<file path="src/rtl/swtm_pkg.sv">
package swtm_pkg;

    // field widths
    localparam int SAMPLE_W   = 12;
    localparam int TDATA_W    = 16;
    localparam int GAIN_W     = 16;
    localparam int SUM_W      = SAMPLE_W + 2;
    localparam int PROD_W     = SAMPLE_W + GAIN_W;

    // default sizes
    localparam int SAMPLE_COUNT_DEF = 16;
    localparam int FIFO_DEPTH_DEF   = 4;

    // configuration port
    localparam int CFG_IDX_W  = 2;
    localparam int CFG_DATA_W = 16;
    localparam logic [CFG_IDX_W-1:0] REG_SCALE_ENABLE = 2'd0;
    localparam logic [CFG_IDX_W-1:0] REG_GAIN_Q16     = 2'd1;

    // 0.80855 in unsigned q0.16, truncated
    localparam logic [GAIN_W-1:0] GAIN_RESET = 16'd52989;

    // queue entry between front and back
    typedef struct packed {
        logic                last;
        logic [SAMPLE_W-1:0] sample;
    } entry_t;

endpackage

</file>
<file path="src/rtl/sorted_window_trimmed_mean_top.sv">
// channel   dir  tdata fields (low bit up)      notes
// s_        in   sample[11:0], [15:12] ignored  one converter reading per word
// m_        out  filtered_value[11:0], zero pad one word per completed block
// cfg_      in   index 0 scale_enable, 1 gain   write only, no read-back
//
// each sample is inserted into the sorted block store, shifting every stored
// entry larger than it up one slot (one read and one write per cycle); the
// closing sample then reads the four middle entries, averages them, applies
// the gain multiply and loads m_.
// aresetn is synchronous; the block store needs no clearing after reset.
// a result waiting on m_tready stalls only the next block's end, and the
// input queue keeps s_tready high while the sorter is busy until it fills.
module sorted_window_trimmed_mean_top #(
    parameter int SAMPLE_COUNT = swtm_pkg::SAMPLE_COUNT_DEF,
    parameter int FIFO_DEPTH   = swtm_pkg::FIFO_DEPTH_DEF
) (
    input  logic                             aclk,
    input  logic                             aresetn,
    input  logic                             s_tvalid,
    output logic                             s_tready,
    input  logic [swtm_pkg::TDATA_W-1:0]     s_tdata,   // [11:0] sample
    output logic                             m_tvalid,
    input  logic                             m_tready,
    output logic [swtm_pkg::TDATA_W-1:0]     m_tdata,   // [11:0] filtered_value
    input  logic                             cfg_wen,
    input  logic [swtm_pkg::CFG_IDX_W-1:0]   cfg_index,
    input  logic [swtm_pkg::CFG_DATA_W-1:0]  cfg_wdata
);

    logic                        scale_enable_reg;
    logic [swtm_pkg::GAIN_W-1:0] gain_q16_reg;
    logic                        push;
    swtm_pkg::entry_t            push_entry;
    logic                        q_ready;
    logic                        pop;
    swtm_pkg::entry_t            pop_entry;
    logic                        q_valid;

    // configuration registers, unknown indexes ignored
    always_ff @(posedge aclk) begin
        if (!aresetn) begin
            scale_enable_reg <= 1'b0;
            gain_q16_reg     <= swtm_pkg::GAIN_RESET;
        end else if (cfg_wen) begin
            if (cfg_index == swtm_pkg::REG_SCALE_ENABLE) begin
                scale_enable_reg <= cfg_wdata[0];
            end else if (cfg_index == swtm_pkg::REG_GAIN_Q16) begin
                gain_q16_reg <= cfg_wdata[swtm_pkg::GAIN_W-1:0];
            end
        end
    end

    // block position tagging
    swtm_front #(
        .SAMPLE_COUNT(SAMPLE_COUNT)
    ) u_front (
        .aclk       (aclk),
        .aresetn    (aresetn),
        .s_tvalid   (s_tvalid),
        .s_tready   (s_tready),
        .s_tdata    (s_tdata),
        .push       (push),
        .push_entry (push_entry),
        .q_ready    (q_ready)
    );

    // decoupling queue
    swtm_fifo #(
        .DEPTH(FIFO_DEPTH)
    ) u_fifo (
        .aclk       (aclk),
        .aresetn    (aresetn),
        .push       (push),
        .push_entry (push_entry),
        .q_ready    (q_ready),
        .pop        (pop),
        .pop_entry  (pop_entry),
        .q_valid    (q_valid)
    );

    // sorter and trimmed mean
    swtm_back #(
        .SAMPLE_COUNT(SAMPLE_COUNT)
    ) u_back (
        .aclk         (aclk),
        .aresetn      (aresetn),
        .q_valid      (q_valid),
        .pop_entry    (pop_entry),
        .pop          (pop),
        .scale_enable (scale_enable_reg),
        .gain_q16     (gain_q16_reg),
        .m_tvalid     (m_tvalid),
        .m_tready     (m_tready),
        .m_tdata      (m_tdata)
    );

endmodule

</file>
<file path="src/rtl/swtm_front.sv">
module swtm_front #(
    parameter int SAMPLE_COUNT = swtm_pkg::SAMPLE_COUNT_DEF
) (
    input  logic                         aclk,
    input  logic                         aresetn,
    input  logic                         s_tvalid,
    output logic                         s_tready,
    input  logic [swtm_pkg::TDATA_W-1:0] s_tdata,
    output logic                         push,
    output swtm_pkg::entry_t             push_entry,
    input  logic                         q_ready
);

    localparam int CW = $clog2(SAMPLE_COUNT);
    localparam logic [CW-1:0] LAST_IDX = CW'(SAMPLE_COUNT - 1);

    logic [CW-1:0] cnt_reg;
    logic [CW-1:0] cnt_next;
    logic          is_last;

    // word goes straight into the queue, tagged when it closes a block
    assign s_tready          = q_ready;
    assign push              = s_tvalid && q_ready;
    assign is_last           = (cnt_reg == LAST_IDX);
    assign push_entry.sample = s_tdata[swtm_pkg::SAMPLE_W-1:0];
    assign push_entry.last   = is_last;

    always_comb begin
        cnt_next = cnt_reg;
        if (push) begin
            cnt_next = is_last ? '0 : cnt_reg + 1'b1;
        end
    end

    // position within the current block
    always_ff @(posedge aclk) begin
        if (!aresetn) begin
            cnt_reg <= '0;
        end else begin
            cnt_reg <= cnt_next;
        end
    end

endmodule

</file>
<file path="src/rtl/swtm_fifo.sv">
module swtm_fifo #(
    parameter int DEPTH = swtm_pkg::FIFO_DEPTH_DEF
) (
    input  logic             aclk,
    input  logic             aresetn,
    input  logic             push,
    input  swtm_pkg::entry_t push_entry,
    output logic             q_ready,
    input  logic             pop,
    output swtm_pkg::entry_t pop_entry,
    output logic             q_valid
);

    localparam int PW = $clog2(DEPTH);
    localparam int NW = $clog2(DEPTH + 1);
    localparam logic [PW-1:0] PTR_LAST = PW'(DEPTH - 1);
    localparam logic [NW-1:0] FULL_CNT = NW'(DEPTH);

    swtm_pkg::entry_t slot_reg [DEPTH];
    logic [PW-1:0]    wr_ptr_reg;
    logic [PW-1:0]    rd_ptr_reg;
    logic [NW-1:0]    cnt_reg;

    assign q_ready   = (cnt_reg != FULL_CNT);
    assign q_valid   = (cnt_reg != '0);
    assign pop_entry = slot_reg[rd_ptr_reg];

    // pointers and fill level
    always_ff @(posedge aclk) begin
        if (!aresetn) begin
            wr_ptr_reg <= '0;
            rd_ptr_reg <= '0;
            cnt_reg    <= '0;
        end else begin
            if (push) begin
                wr_ptr_reg <= (wr_ptr_reg == PTR_LAST) ? '0 : wr_ptr_reg + 1'b1;
            end
            if (pop) begin
                rd_ptr_reg <= (rd_ptr_reg == PTR_LAST) ? '0 : rd_ptr_reg + 1'b1;
            end
            if (push && !pop) begin
                cnt_reg <= cnt_reg + 1'b1;
            end else if (pop && !push) begin
                cnt_reg <= cnt_reg - 1'b1;
            end
        end
    end

    // entry storage
    always_ff @(posedge aclk) begin
        if (push) begin
            slot_reg[wr_ptr_reg] <= push_entry;
        end
    end

endmodule

</file>
<file path="src/rtl/swtm_back.sv">
module swtm_back #(
    parameter int SAMPLE_COUNT = swtm_pkg::SAMPLE_COUNT_DEF
) (
    input  logic                         aclk,
    input  logic                         aresetn,
    input  logic                         q_valid,
    input  swtm_pkg::entry_t             pop_entry,
    output logic                         pop,
    input  logic                         scale_enable,
    input  logic [swtm_pkg::GAIN_W-1:0]  gain_q16,
    output logic                         m_tvalid,
    input  logic                         m_tready,
    output logic [swtm_pkg::TDATA_W-1:0] m_tdata
);

    localparam int AW  = $clog2(SAMPLE_COUNT);
    localparam int MID = SAMPLE_COUNT / 2;
    localparam logic [AW-1:0] MID_BASE = AW'(MID - 1);
    localparam logic [2:0]    MID_TAPS = 3'd4;

    typedef enum logic [2:0] {
        ST_IDLE,
        ST_SCAN,
        ST_MID,
        ST_AVG,
        ST_EMIT
    } state_t;

    state_t                              state_reg;
    logic [AW-1:0]                       k_reg;
    logic [AW-1:0]                       j_reg;
    logic [2:0]                          m_reg;
    logic [swtm_pkg::SAMPLE_W-1:0]       val_reg;
    logic                                last_reg;
    logic [swtm_pkg::SUM_W-1:0]          sum_reg;
    logic [swtm_pkg::SAMPLE_W-1:0]       avg_reg;
    logic [swtm_pkg::PROD_W-1:0]         prod_reg;
    logic                                m_tvalid_reg;
    logic [swtm_pkg::SAMPLE_W-1:0]       m_data_reg;

    // sorted block store, one write and one registered read per cycle
    logic [swtm_pkg::SAMPLE_W-1:0]       mem [SAMPLE_COUNT];
    logic [swtm_pkg::SAMPLE_W-1:0]       rd_data_reg;
    logic                                mem_we;
    logic [AW-1:0]                       mem_waddr;
    logic [AW-1:0]                       mem_raddr;
    logic [swtm_pkg::SAMPLE_W-1:0]       mem_wdata;

    logic                                scan_stop;
    logic                                out_free;
    logic [swtm_pkg::SAMPLE_W-1:0]       result;

    assign scan_stop = (j_reg == '0) || (rd_data_reg <= val_reg);
    assign out_free  = !m_tvalid_reg || m_tready;
    assign result    = scale_enable ? prod_reg[swtm_pkg::PROD_W-1:swtm_pkg::GAIN_W] : avg_reg;
    assign m_tvalid  = m_tvalid_reg;
    assign m_tdata   = {{(swtm_pkg::TDATA_W - swtm_pkg::SAMPLE_W){1'b0}}, m_data_reg};

    // memory addressing and queue pop
    always_comb begin
        pop       = 1'b0;
        mem_we    = 1'b0;
        mem_waddr = j_reg;
        mem_wdata = val_reg;
        mem_raddr = j_reg - AW'(2);
        unique case (state_reg)
            ST_IDLE: begin
                pop       = q_valid;
                mem_raddr = k_reg - 1'b1;
            end
            ST_SCAN: begin
                // shift the larger entry up, or drop the new word into its slot
                mem_we    = 1'b1;
                mem_wdata = scan_stop ? val_reg : rd_data_reg;
            end
            ST_MID: begin
                mem_raddr = MID_BASE + AW'(m_reg);
            end
            default: begin
            end
        endcase
    end

    always_ff @(posedge aclk) begin
        if (mem_we) begin
            mem[mem_waddr] <= mem_wdata;
        end
        rd_data_reg <= mem[mem_raddr];
    end

    // insertion sequencer, middle sum, gain and output register
    always_ff @(posedge aclk) begin
        if (!aresetn) begin
            state_reg    <= ST_IDLE;
            k_reg        <= '0;
            m_tvalid_reg <= 1'b0;
        end else begin
            // output valid: set on emit, cleared once taken
            if ((state_reg == ST_EMIT) && out_free) begin
                m_tvalid_reg <= 1'b1;
            end else if (m_tready) begin
                m_tvalid_reg <= 1'b0;
            end
            unique case (state_reg)
                ST_IDLE: begin
                    if (q_valid) begin
                        val_reg   <= pop_entry.sample;
                        last_reg  <= pop_entry.last;
                        j_reg     <= k_reg;
                        state_reg <= ST_SCAN;
                    end
                end
                ST_SCAN: begin
                    if (scan_stop) begin
                        if (last_reg) begin
                            k_reg     <= '0;
                            m_reg     <= '0;
                            sum_reg   <= '0;
                            state_reg <= ST_MID;
                        end else begin
                            k_reg     <= k_reg + 1'b1;
                            state_reg <= ST_IDLE;
                        end
                    end else begin
                        j_reg <= j_reg - 1'b1;
                    end
                end
                ST_MID: begin
                    // read data is registered, so it belongs to the previous address
                    if (m_reg != '0) begin
                        sum_reg <= sum_reg + swtm_pkg::SUM_W'(rd_data_reg);
                    end
                    m_reg <= m_reg + 1'b1;
                    if (m_reg == MID_TAPS) begin
                        state_reg <= ST_AVG;
                    end
                end
                ST_AVG: begin
                    avg_reg   <= sum_reg[swtm_pkg::SUM_W-1:2];
                    prod_reg  <= swtm_pkg::PROD_W'(sum_reg[swtm_pkg::SUM_W-1:2])
                                 * swtm_pkg::PROD_W'(gain_q16);
                    state_reg <= ST_EMIT;
                end
                ST_EMIT: begin
                    if (out_free) begin
                        m_data_reg   <= result;
                        state_reg    <= ST_IDLE;
                    end
                end
                default: begin
                    state_reg <= ST_IDLE;
                end
            endcase
        end
    end

endmodule

</file>
<file path="config.mk">
export PLATFORM = sky130hd
export DESIGN_NAME = sorted_window_trimmed_mean_top
export DESIGN_NICKNAME = d
export VERILOG_FILES = /design/src/rtl/swtm_pkg.sv /design/src/rtl/sorted_window_trimmed_mean_top.sv /design/src/rtl/swtm_front.sv /design/src/rtl/swtm_fifo.sv /design/src/rtl/swtm_back.sv
export SDC_FILE = /design/constraint.sdc
export NUM_CORES = 1
export LEC_CHECK = 0
export BUFFER_PORTS_ARGS = -buffer_cell sky130_fd_sc_hd__clkbuf_2
export CAP_MARGIN = 20
export CORE_ASPECT_RATIO = 0.9
export CORE_UTILIZATION = 30
export DETAILED_ROUTE_END_ITERATION = 10
export RECOVER_POWER = 100
export REMOVE_ABC_BUFFERS = 1
export SLEW_MARGIN = 0
export SYNTH_ARGS = -nofsm -noshare
export SYNTH_HDL_FRONTEND = slang
export SYNTH_SLANG_ARGS = --single-unit
</file>
<file path="constraint.sdc">
create_clock -name aclk -period 4.8 [get_ports aclk]
set_input_delay 0.48 -clock aclk [delete_from_list [all_inputs] [get_ports aclk]]
set_output_delay 0.48 -clock aclk [all_outputs]
set_load 0.005 [all_outputs]
</file>
---- Word-level counts from Yosys, hierarchy flattened ----
Memories as Yosys holds them, arrays and structs flattened. A register that Yosys moved wholly into a read port is not among the register bits.
Index checks and enable logic that the tools add are counted.
word-level totals
  bits in registers ....................... 109
  bits in writable memories ............... 244
  input bits .............................. 39
  memories ................................ 2
operators by class
  add/sub/neg operators ................... 12
  multiply operators ...................... 1
  $lt $le $gt $ge ......................... 1
  eq/ne operators ......................... 17
  muxes and demuxes ....................... 34
  bitwise operators ....................... 1
  reductions and logical operators ........ 28
memory list
  memory           depth  width  rd ports  clocked after memory_dff  write ports  line             RTL
  u_back.mem       16     12     1         1                         1            swtm_back.sv:42  logic [swtm_pkg::SAMPLE_W-1:0] mem [SAMPLE_COUNT];
  u_fifo.slot_reg  4      13     1         1                         1            swtm_fifo.sv:19  swtm_pkg::entry_t slot_reg [DEPTH];
operators with widths
  operator             count
  $mux 14              3
  $mux 12              3
  $mul 12x16->28       1
  $pmux 14 s2          1
  $mux 3               8
  $mux 4               4
  $pmux 4 s2           2
  $pmux 3 s5           1
  $add 14x12->14       1
  $le 12x12->1         1
  $ne 2x1->1 const B   6
  $reduce_and 4->1     3
  $reduce_and 3->1     3
  $add 4x1->4 const B  2
  $mux 1               8
  $reduce_bool 2->1    4
  $sub 4x1->4 const B  2
  $add 3x1->3 const B  2
  $eq 3x2->1 const B   2
  $eq 3x3->1 const B   2
  $mux 2               3
  $pmux 3 s2           1
  $reduce_and 2->1     3
  $reduce_bool 3->1    2
  18 further kinds     26

---- Logic depth before layout (Yosys ltp) ----
Gate-level depths: netlist of the first run.
  depth in word-level cells ............... 6
  mapped depth ............................ 20
  gate-level depth less buffers ........... 19

---- Modules after synthesis ----
From an unflattened synthesis of the first run, not the netlist that was laid out.
unflattened totals
  cell total of the unflattened synthesis .. 1,550
  area total of the unflattened synthesis .. 20,941.3 µm²
by module, submodules not included
  module                          times used  cells each  area an instance (µm²)  sequential area each (µm²)
  swtm_back                       1           1,325       17,513.0                8,267.9
  swtm_fifo                       1           112         2,341.0                 1,741.7
  sorted_window_trimmed_mean_top  1           77          788.3                   340.3
  swtm_front                      1           36          299.0                   80.1

---- Least setup slack after synthesis of the first run ----
Ideal clock, no wire load.
  path kind ............................... reg2reg
  start point ............................. register u_back.sum_reg[5] in the netlist's numbering
  end point ............................... register u_back.prod_reg[24] in the netlist's numbering (data pin)
  setup time .............................. 0.136 ns
  data arrival time ....................... 5.007 ns
  path slack .............................. -0.343 ns
  stages on the path, launching flop included .. 19
  buffers on the path ..................... 1
  period minus slack after synthesis ...... 5.143 ns
  cell sequence ........................... edfxtp_1 clkbuf_1 nand2_1 fa_1 inv_1 fa_1 fa_1 fa_1 inv_1 fa_1 inv_1 ha_1 a211oi_1 o21bai_1 a21o_1 a21oi_1 o21ai_2 a2111oi_0 nand3b_1
between the ends
  longest elaborated chain between the ends .. 1
RTL lines
  what                      line              RTL
  start: declaration        swtm_back.sv:35   logic [swtm_pkg::SUM_W-1:0] sum_reg;
  start signal: assignment  swtm_back.sv:131  sum_reg <= sum_reg + swtm_pkg::SUM_W'(rd_data_reg);
  $mul 12x16->28            swtm_back.sv:141  * swtm_pkg::PROD_W'(gain_q16);
  end signal: assignment    swtm_back.sv:140  prod_reg <= swtm_pkg::PROD_W'(sum_reg[swtm_pkg::SUM_W-1:2])
  end: declaration          swtm_back.sv:37   logic [swtm_pkg::PROD_W-1:0] prod_reg;
Every way passes these cells.
A chain may end at the register's enable or synchronous reset.

---- Final worst setup path of the first run ----
  start point ............................. register u_back.sum_reg[7] in the netlist's numbering
  end point ............................... register u_back.prod_reg[27] in the netlist's numbering (data pin)
The elaborated chain is that of the path after synthesis.

==> results.py, run 1 <==
metrics = {
    "clock_network": {
        "cts.sinks": 362,
        "cts_root_buf": "clkbuf_16",
        "clk_pin_slew_worst_paths_ns": 0.06,
        "holdBufCountCts": 0,
        "numCtsBuffers": 39,
        "cts_tree": "done",
        "clock_path_buffers": 3,
        "htreeDepth": 2,
        "clock_latency_ns": 0.55,
    },
    "detailed_routing": {
        "drc": 0,
        "vias": 13000,
        "drtIter0Drc": 702,
        "drt_wl_total_um": 45000,
        "vias_per_cell": 4.62,
        "antenna_left": 0,
        "wl_per_cell_um": 16.0,
        "first_pass_iters": 5,
    },
    "worst_setup_path": {
        "slowest_stage": "edfxtp_1",
        "crit_type": "reg -> reg",
        "slowest_delay_ns": 0.51,
        "path_max_fanout": 8,
        "rr_startpoint": "u_back.sum_reg[7]",
        "r2r_end": "u_back.prod_reg[27]",
        "r2r_slack_ns": -0.29,
        "path_cells": "buf_6 -> and2_1 -> fa_1 -> ha_2 -> fa_1 -> inv_2 -> fa_1 -> fa_1 -> inv_2 -> ha_4 -> nand4b_1 -> or3_4 -> and2_4 -> o211a_4 -> o211ai_4 -> and3_4 -> o41ai_2",
        "cp-end-kind": "register",
        "cp_data_arrival_time_ns": 5.38,
        "worst_setup_path_start_kind": "register",
        "reg2regPathDepth": 17,
        "critPathMostFrequentCell": "fa_1",
        "required_ns": 5.09,
    },
    "global_route": {
        "grt_max_degree": 145,
        "grt.overflow.total": 0,
        "antenna_found_initial": 0,
        "grt_pass1_vias": 13500,
        "grt_pass1_wl_um": 71800,
        "track_usage_pct": 12.9,
    },
    "yosys": {
        "synth_top_area_cell": "edfxtp_1",
        "yosysSeqAreaShare_pct": 49.7,
        "ys_ff_latch": 362,
        "yosys.area.top_type_share_pct": 45.1,
        "synth_commonest_cells": "edfxtp_1 (314), inv_1 (199), nand2_1 (177)",
        "synth_area_um2": 20900,
        "synth_cell_types": 64,
        "syn_avg_cell_area_um2": 12.3,
        "synth-async-reset-ratio_pct": 0,
        "synth_edf_count": 314,
        "yosysMostFrequentCell": "edfxtp_1",
        "syn-instance-count": 1696,
        "netlist_top_cells_area": "edfxtp_1 (45%), fa_1 (13%), ha_1 (6.3%)",
        "yosys_most_used_dff": "edfxtp_1",
        "ys_warn_count": 0,
    },
    "floorplan": {
        "die_h_um": 253,
        "start_util_pct": 30.4,
        "rows": 91,
        "dieArea_um2": 70800,
        "io_pins": 57,
        "die_w_um": 280,
        "coreArea_um2": 68800,
    },
    "finish": {
        "layout-drive-gt1-share_pct": 17.2,
        "syn2layout_area_growth_pct": 17.6,
        "largest_reg_flops": 192,
        "n_antenna_cell": 0,
        "finalNetCount": 2133,
        "stdcell_area_um2": 24600,
    },
    "sta": {
        "setup_viol": 12,
        "fin_hold_ws_ns": 0.142,
        "rsz0062_at_grt": "yes",
        "max_freq_mhz": 197,
        "finalHoldViolations": 0,
        "finalClockSkew_ns": 0.0160,
        "relSlewSlack_pct": -39.1,
        "tightestPinTransition_ns": 2.09,
        "min_period_ns": 5.09,
        "maxSlewViolCount": 97,
        "fin_crit_sh_pct": 106,
        "finalWorstSetupSlack_ns": -0.288,
    },
    "run_status": {
        "status": "finished, violations left",
        "violations": "max-capacitance violations, max-slew violations, negative setup slack",
    },
    "place": {
        "post-dp-hpwl_um": 31600,
        "port_buffers": 48,
        "gp_congestion": 0.824,
        "placed_area_um2": 22800,
        "pre_cts_ws_ns": -0.571,
    },
    "worst_hold_path": {
        "worstHoldPathType": "in -> reg",
        "min_path_cells": 3,
        "hold_start": "cfg_wdata[2]",
        "holdPathEnd": "gain_q16_reg[2]",
    },
    "flow_run": {
        "cap_violations": 1,
    },
}
==> critical path: cells and delay by family, from the launching register on <==
family	cells	cell delay (ns)
compound gates	3	0.58
simple gates	5	1.04
fa+ha+maj	6	2.41
flops	1	0.51
buf+inv	3	0.29
==> worst max-delay path by stage <==
stage | from | end | depth (start not counted)
2_1_floorplan | u_back.sum_reg[8] | u_back.prod_reg[24] | 18
3_3_place_gp | u_back.sum_reg[6] | u_back.prod_reg[26] | 18
3_5_place_dp | u_back.sum_reg[6] | u_back.prod_reg[27] | 18
4_1_cts | u_back.sum_reg[9] | u_back.prod_reg[27] | 19
5_1_grt | u_back.sum_reg[8] | u_back.prod_reg[26] | 19
6_report | u_back.sum_reg[7] | u_back.prod_reg[27] | 17
==> what timing repair did <==
item,CTS,global route
hold endpoints to repair,0,0
pin swaps,69,31
setup buffers,28,6
setup endpoints to repair,12,12
gates resized for setup,91,25
==> cells by family (layout without fill, tap and decap cells) <==
family                   count (synthesis)  count (layout)  synth area share (%)
AND/OR/NAND/NOR                        439             439                  10.4
flip-flops                             362             362                  49.7
buffers and inverters                  283             459                  5.72
adder cells (fa/ha/maj)                247             247                  19.8
AO/OA/AOI/OAI                          242             242                  7.73
multiplexers                            92              92                  5.38
XOR/XNOR                                30              30                  1.26
other                                    1               4                0.0179
==> placed cells by master, fill, tap and decap left out, types with 13 or more instances in the layout <==
cell type / netlist / routed
edfxtp_1: 314 / 314
inv_1: 199 / 185
nand2_1: 177 / 168
fa_1: 141 / 133
buf_4: 8 / 100
ha_1: 106 / 92
a211oi_1: 86 / 84
a21oi_1: 85 / 82
and2_1: 86 / 58
nor2b_1: 56 / 56
mux2i_1: 55 / 55
clkbuf_1: 55 / 44
nor2_1: 42 / 42
dfxtp_1: 48 / 41
clkbuf_16: 0 / 39
clkbuf_2: 0 / 24
buf_6: 9 / 22
nand3_1: 22 / 21
xor2_1: 17 / 17
a21o_1: 16 / 16
and2_0: 0 / 16
inv_2: 0 / 14
and3_1: 15 / 14
mux4_2: 13 / 13
==> through the flow <==
step	cells	util (%)	TNS [ns]
3_5_place_dp	2702	33.2	-5.41
6_report	2805	35.8	-2.11
2_1_floorplan	1616	-	-1.10
3_3_place_gp	2701	33.1	-4.84
5_1_grt	2805	35.8	-3.90
4_1_cts	2799	35.8	-1.59
==> final cells by class <==
type	instances	area (um2)
clock buffer	51	1060
clock inverter	18	146
fill	6709	44200
inverter	200	751
multi-input combinational	1054	9690
sequential	362	10400
tap	930	1160
timing repair buffer	190	1370
==> routing by layer <==
layer	vias up	track usage (%)	part of all wire (%)
met2	233	22.1	49
met3	56	1.94	4.3
met1	6514	17.0	45
met4	0	3.06	1.8
li1	6157	-	-
met5	-	0	0
Power of run 1 is left out: the tool's default activity adds up to more than one toggle a clock period on the data nets, which glitch-free logic cannot reach.
==> inputs of run 2 (changes only) <==
--- a/config.mk
+++ b/config.mk
@@ -10,9 +10,10 @@
 export CORE_ASPECT_RATIO = 0.9
 export CORE_UTILIZATION = 30
 export DETAILED_ROUTE_END_ITERATION = 10
-export RECOVER_POWER = 100
+export PLACE_DENSITY = 0.52
 export REMOVE_ABC_BUFFERS = 1
 export SLEW_MARGIN = 0
 export SYNTH_ARGS = -nofsm -noshare
 export SYNTH_HDL_FRONTEND = slang
+export SYNTH_HIERARCHICAL = 1
 export SYNTH_SLANG_ARGS = --single-unit
==> results.py, run 2 <==
metrics = {
    "place": {
        "gp_congestion": 0.825,
        "post-dp-hpwl_um": 33600,
        "port_buffers": 48,
    },
    "yosys": {
        "netlist_top_cells_area": "edfxtp_1 (45%), fa_1 (13%), ha_1 (6.3%)",
        "yosys_most_used_dff": "edfxtp_1",
        "synth_cell_types": 66,
        "ys_ff_latch": 364,
        "synth-async-reset-ratio_pct": 0,
        "synth_commonest_cells": "edfxtp_1 (314), inv_1 (212), nand2_1 (151)",
        "yosysSeqAreaShare_pct": 49.8,
        "ys_warn_count": 6,
        "yosysMostFrequentCell": "edfxtp_1",
        "synth_area_um2": 20900,
        "synth_edf_count": 314,
        "synth_top_area_cell": "edfxtp_1",
        "syn-instance-count": 1550,
        "syn_avg_cell_area_um2": 13.5,
        "yosys.area.top_type_share_pct": 45.0,
    },
    "global_route": {
        "antenna_found_initial": 1,
        "grt.overflow.total": 0,
        "grt_pass1_wl_um": 73900,
        "grt_pass1_vias": 12800,
        "grt_max_degree": 26,
        "track_usage_pct": 13.6,
    },
    "finish": {
        "syn2layout_area_growth_pct": 16.1,
        "n_antenna_cell": 0,
        "finalNetCount": 1955,
        "seqCellArea_um2": 10400,
        "largest_reg_flops": 192,
        "multi_input_area_um2": 9570,
        "layout_common_cells": "edfxtp_1 (314), inv_1 (205), nand2_1 (146)",
        "layout_commonest_cell": "edfxtp_1",
        "fill_cells": 6775,
        "layout-drive-gt1-share_pct": 21.9,
    },
    "flow_run": {
        "cap_violations": 0,
    },
    "sta": {
        "fin_crit_sh_pct": 111,
        "tightestPinTransition_ns": 0.891,
        "rsz0062_at_grt": "yes",
        "maxSlewViolCount": 0,
        "finalWorstSetupSlack_ns": -0.528,
        "relSlewSlack_pct": 40.5,
        "fin_hold_ws_ns": 0.129,
        "max_freq_mhz": 188,
        "finalHoldViolations": 0,
        "finalClockSkew_ns": 0.0255,
        "setup_viol": 12,
        "min_period_ns": 5.33,
    },
    "worst_setup_path": {
        "crit_type": "reg -> reg",
        "worst_setup_path_start_kind": "register",
        "rr_startpoint": "u_back/sum_reg[6]",
        "required_ns": 5.12,
        "r2r_end": "u_back/prod_reg[27]",
        "worstSetupEndpoint": "u_back/prod_reg[27]",
        "r2r_slack_ns": -0.53,
        "cp_data_arrival_time_ns": 5.65,
        "cp-end-kind": "register",
        "path_max_fanout": 6,
        "startpoint": "u_back/sum_reg[6]",
        "reg2regPathDepth": 19,
    },
    "run_status": {
        "violations": "negative setup slack",
        "status": "finished, violations left",
    },
    "worst_hold_path": {
        "worstHoldPathType": "in -> reg",
    },
    "detailed_routing": {
        "drtIter0Drc": 654,
        "first_pass_iters": 7,
        "drc": 0,
        "antenna_left": 0,
        "wl_per_cell_um": 17.8,
        "drt_wl_total_um": 46700,
        "vias_per_cell": 4.54,
        "vias": 11900,
    },
    "clock_network": {
        "htreeDepth": 2,
        "cts_tree": "done",
        "clock_path_buffers": 3,
        "clock_latency_ns": 0.57,
        "holdBufCountCts": 0,
        "cts_root_buf": "clkbuf_16",
        "clk_pin_slew_worst_paths_ns": 0.06,
        "cts.sinks": 364,
        "numCtsBuffers": 38,
    },
    "floorplan": {
        "start_util_pct": 30.5,
        "dieArea_um2": 70900,
        "rows": 91,
        "die_w_um": 280,
        "die_h_um": 253,
        "io_pins": 57,
        "coreArea_um2": 68800,
    },
}
run 2: final cells by class:
cell class | count | area share, %
timing repair buffer | 156 | 4.66
clock inverter | 15 | 0.761
inverter | 213 | 3.29
clock buffer | 52 | 4.25
tap | 930 | 4.78
multi-input combinational | 897 | 39.3
sequential | 364 | 42.9
run 2: cells by family after synthesis:
| kind of cell | synth area share (%) |
|---|---|
| fa+ha+maj | 19.8 |
| simple gates | 9.52 |
| xor+xnor | 1.17 |
| buf+inv | 5.94 |
| mux | 9.00 |
| flops | 49.8 |
| compound gates | 4.79 |
| other cells | 0.0179 |
run 2: worst min path at each step:
stage / startpoint / end / cells past startpoint
global route: s_tdata[0] / u_fifo/slot_reg[3][0] / 1
floorplan: u_fifo/cnt_reg[2] / u_fifo/cnt_reg[2] / 2
global placement: u_front/cnt_reg[1] / u_front/cnt_reg[1] / 2
detailed placement: u_front/cnt_reg[1] / u_front/cnt_reg[1] / 2
CTS: s_tdata[0] / u_fifo/slot_reg[3][0] / 1
finish: s_tdata[6] / u_fifo/slot_reg[3][6] / 1
run 2: per-stage QoR:
step | std cells | setup WS (ns) | setup TNS (ns) | cell area, um2 | util (%)
global placement | 2542 | -0.598 | -5.17 | 22600 | 32.9
CTS | 2621 | -0.496 | -3.82 | 24200 | 35.1
finish | 2627 | -0.528 | -4.64 | 24300 | 35.4
global route | 2627 | -0.696 | -6.45 | 24300 | 35.4
detailed placement | 2543 | -0.702 | -6.37 | 22600 | 32.9
floorplan | 1474 | -0.459 | -2.90 | 20500 | -
run 2: layer usage:
metal  global-route usage (%)  up-vias  share of wire (%)
met2                     21.4      210                 46
met1                     19.2     6077                 47
met3                     2.26       69                4.5
met4                     3.93        0                2.5
li1                         -     5579                  -
met5                        0        -                  0
run 2: worst max-delay path, stage by stage (launching register included):
cell	delay [ns]
edfxtp_1	0.52
buf_6	0.18
nand2_1	0.08
fa_2	0.45
fa_1	0.49
fa_1	0.49
inv_1	0.06
fa_1	0.53
inv_1	0.05
fa_1	0.53
inv_1	0.04
ha_1	0.29
nand2_1	0.07
a211oi_2	0.31
a21oi_4	0.13
o21ai_4	0.25
a21oi_4	0.10
o311ai_4	0.29
a21oi_2	0.10
xnor2_1	0.13
run 2: what timing repair did:
item / CTS / global route
endpoints found under the setup margin: 12 / 12
pin swaps: 39 / 23
setup buffers: 12 / 6
gates resized for setup: 39 / 29
Power of run 2 is left out for the same reason.
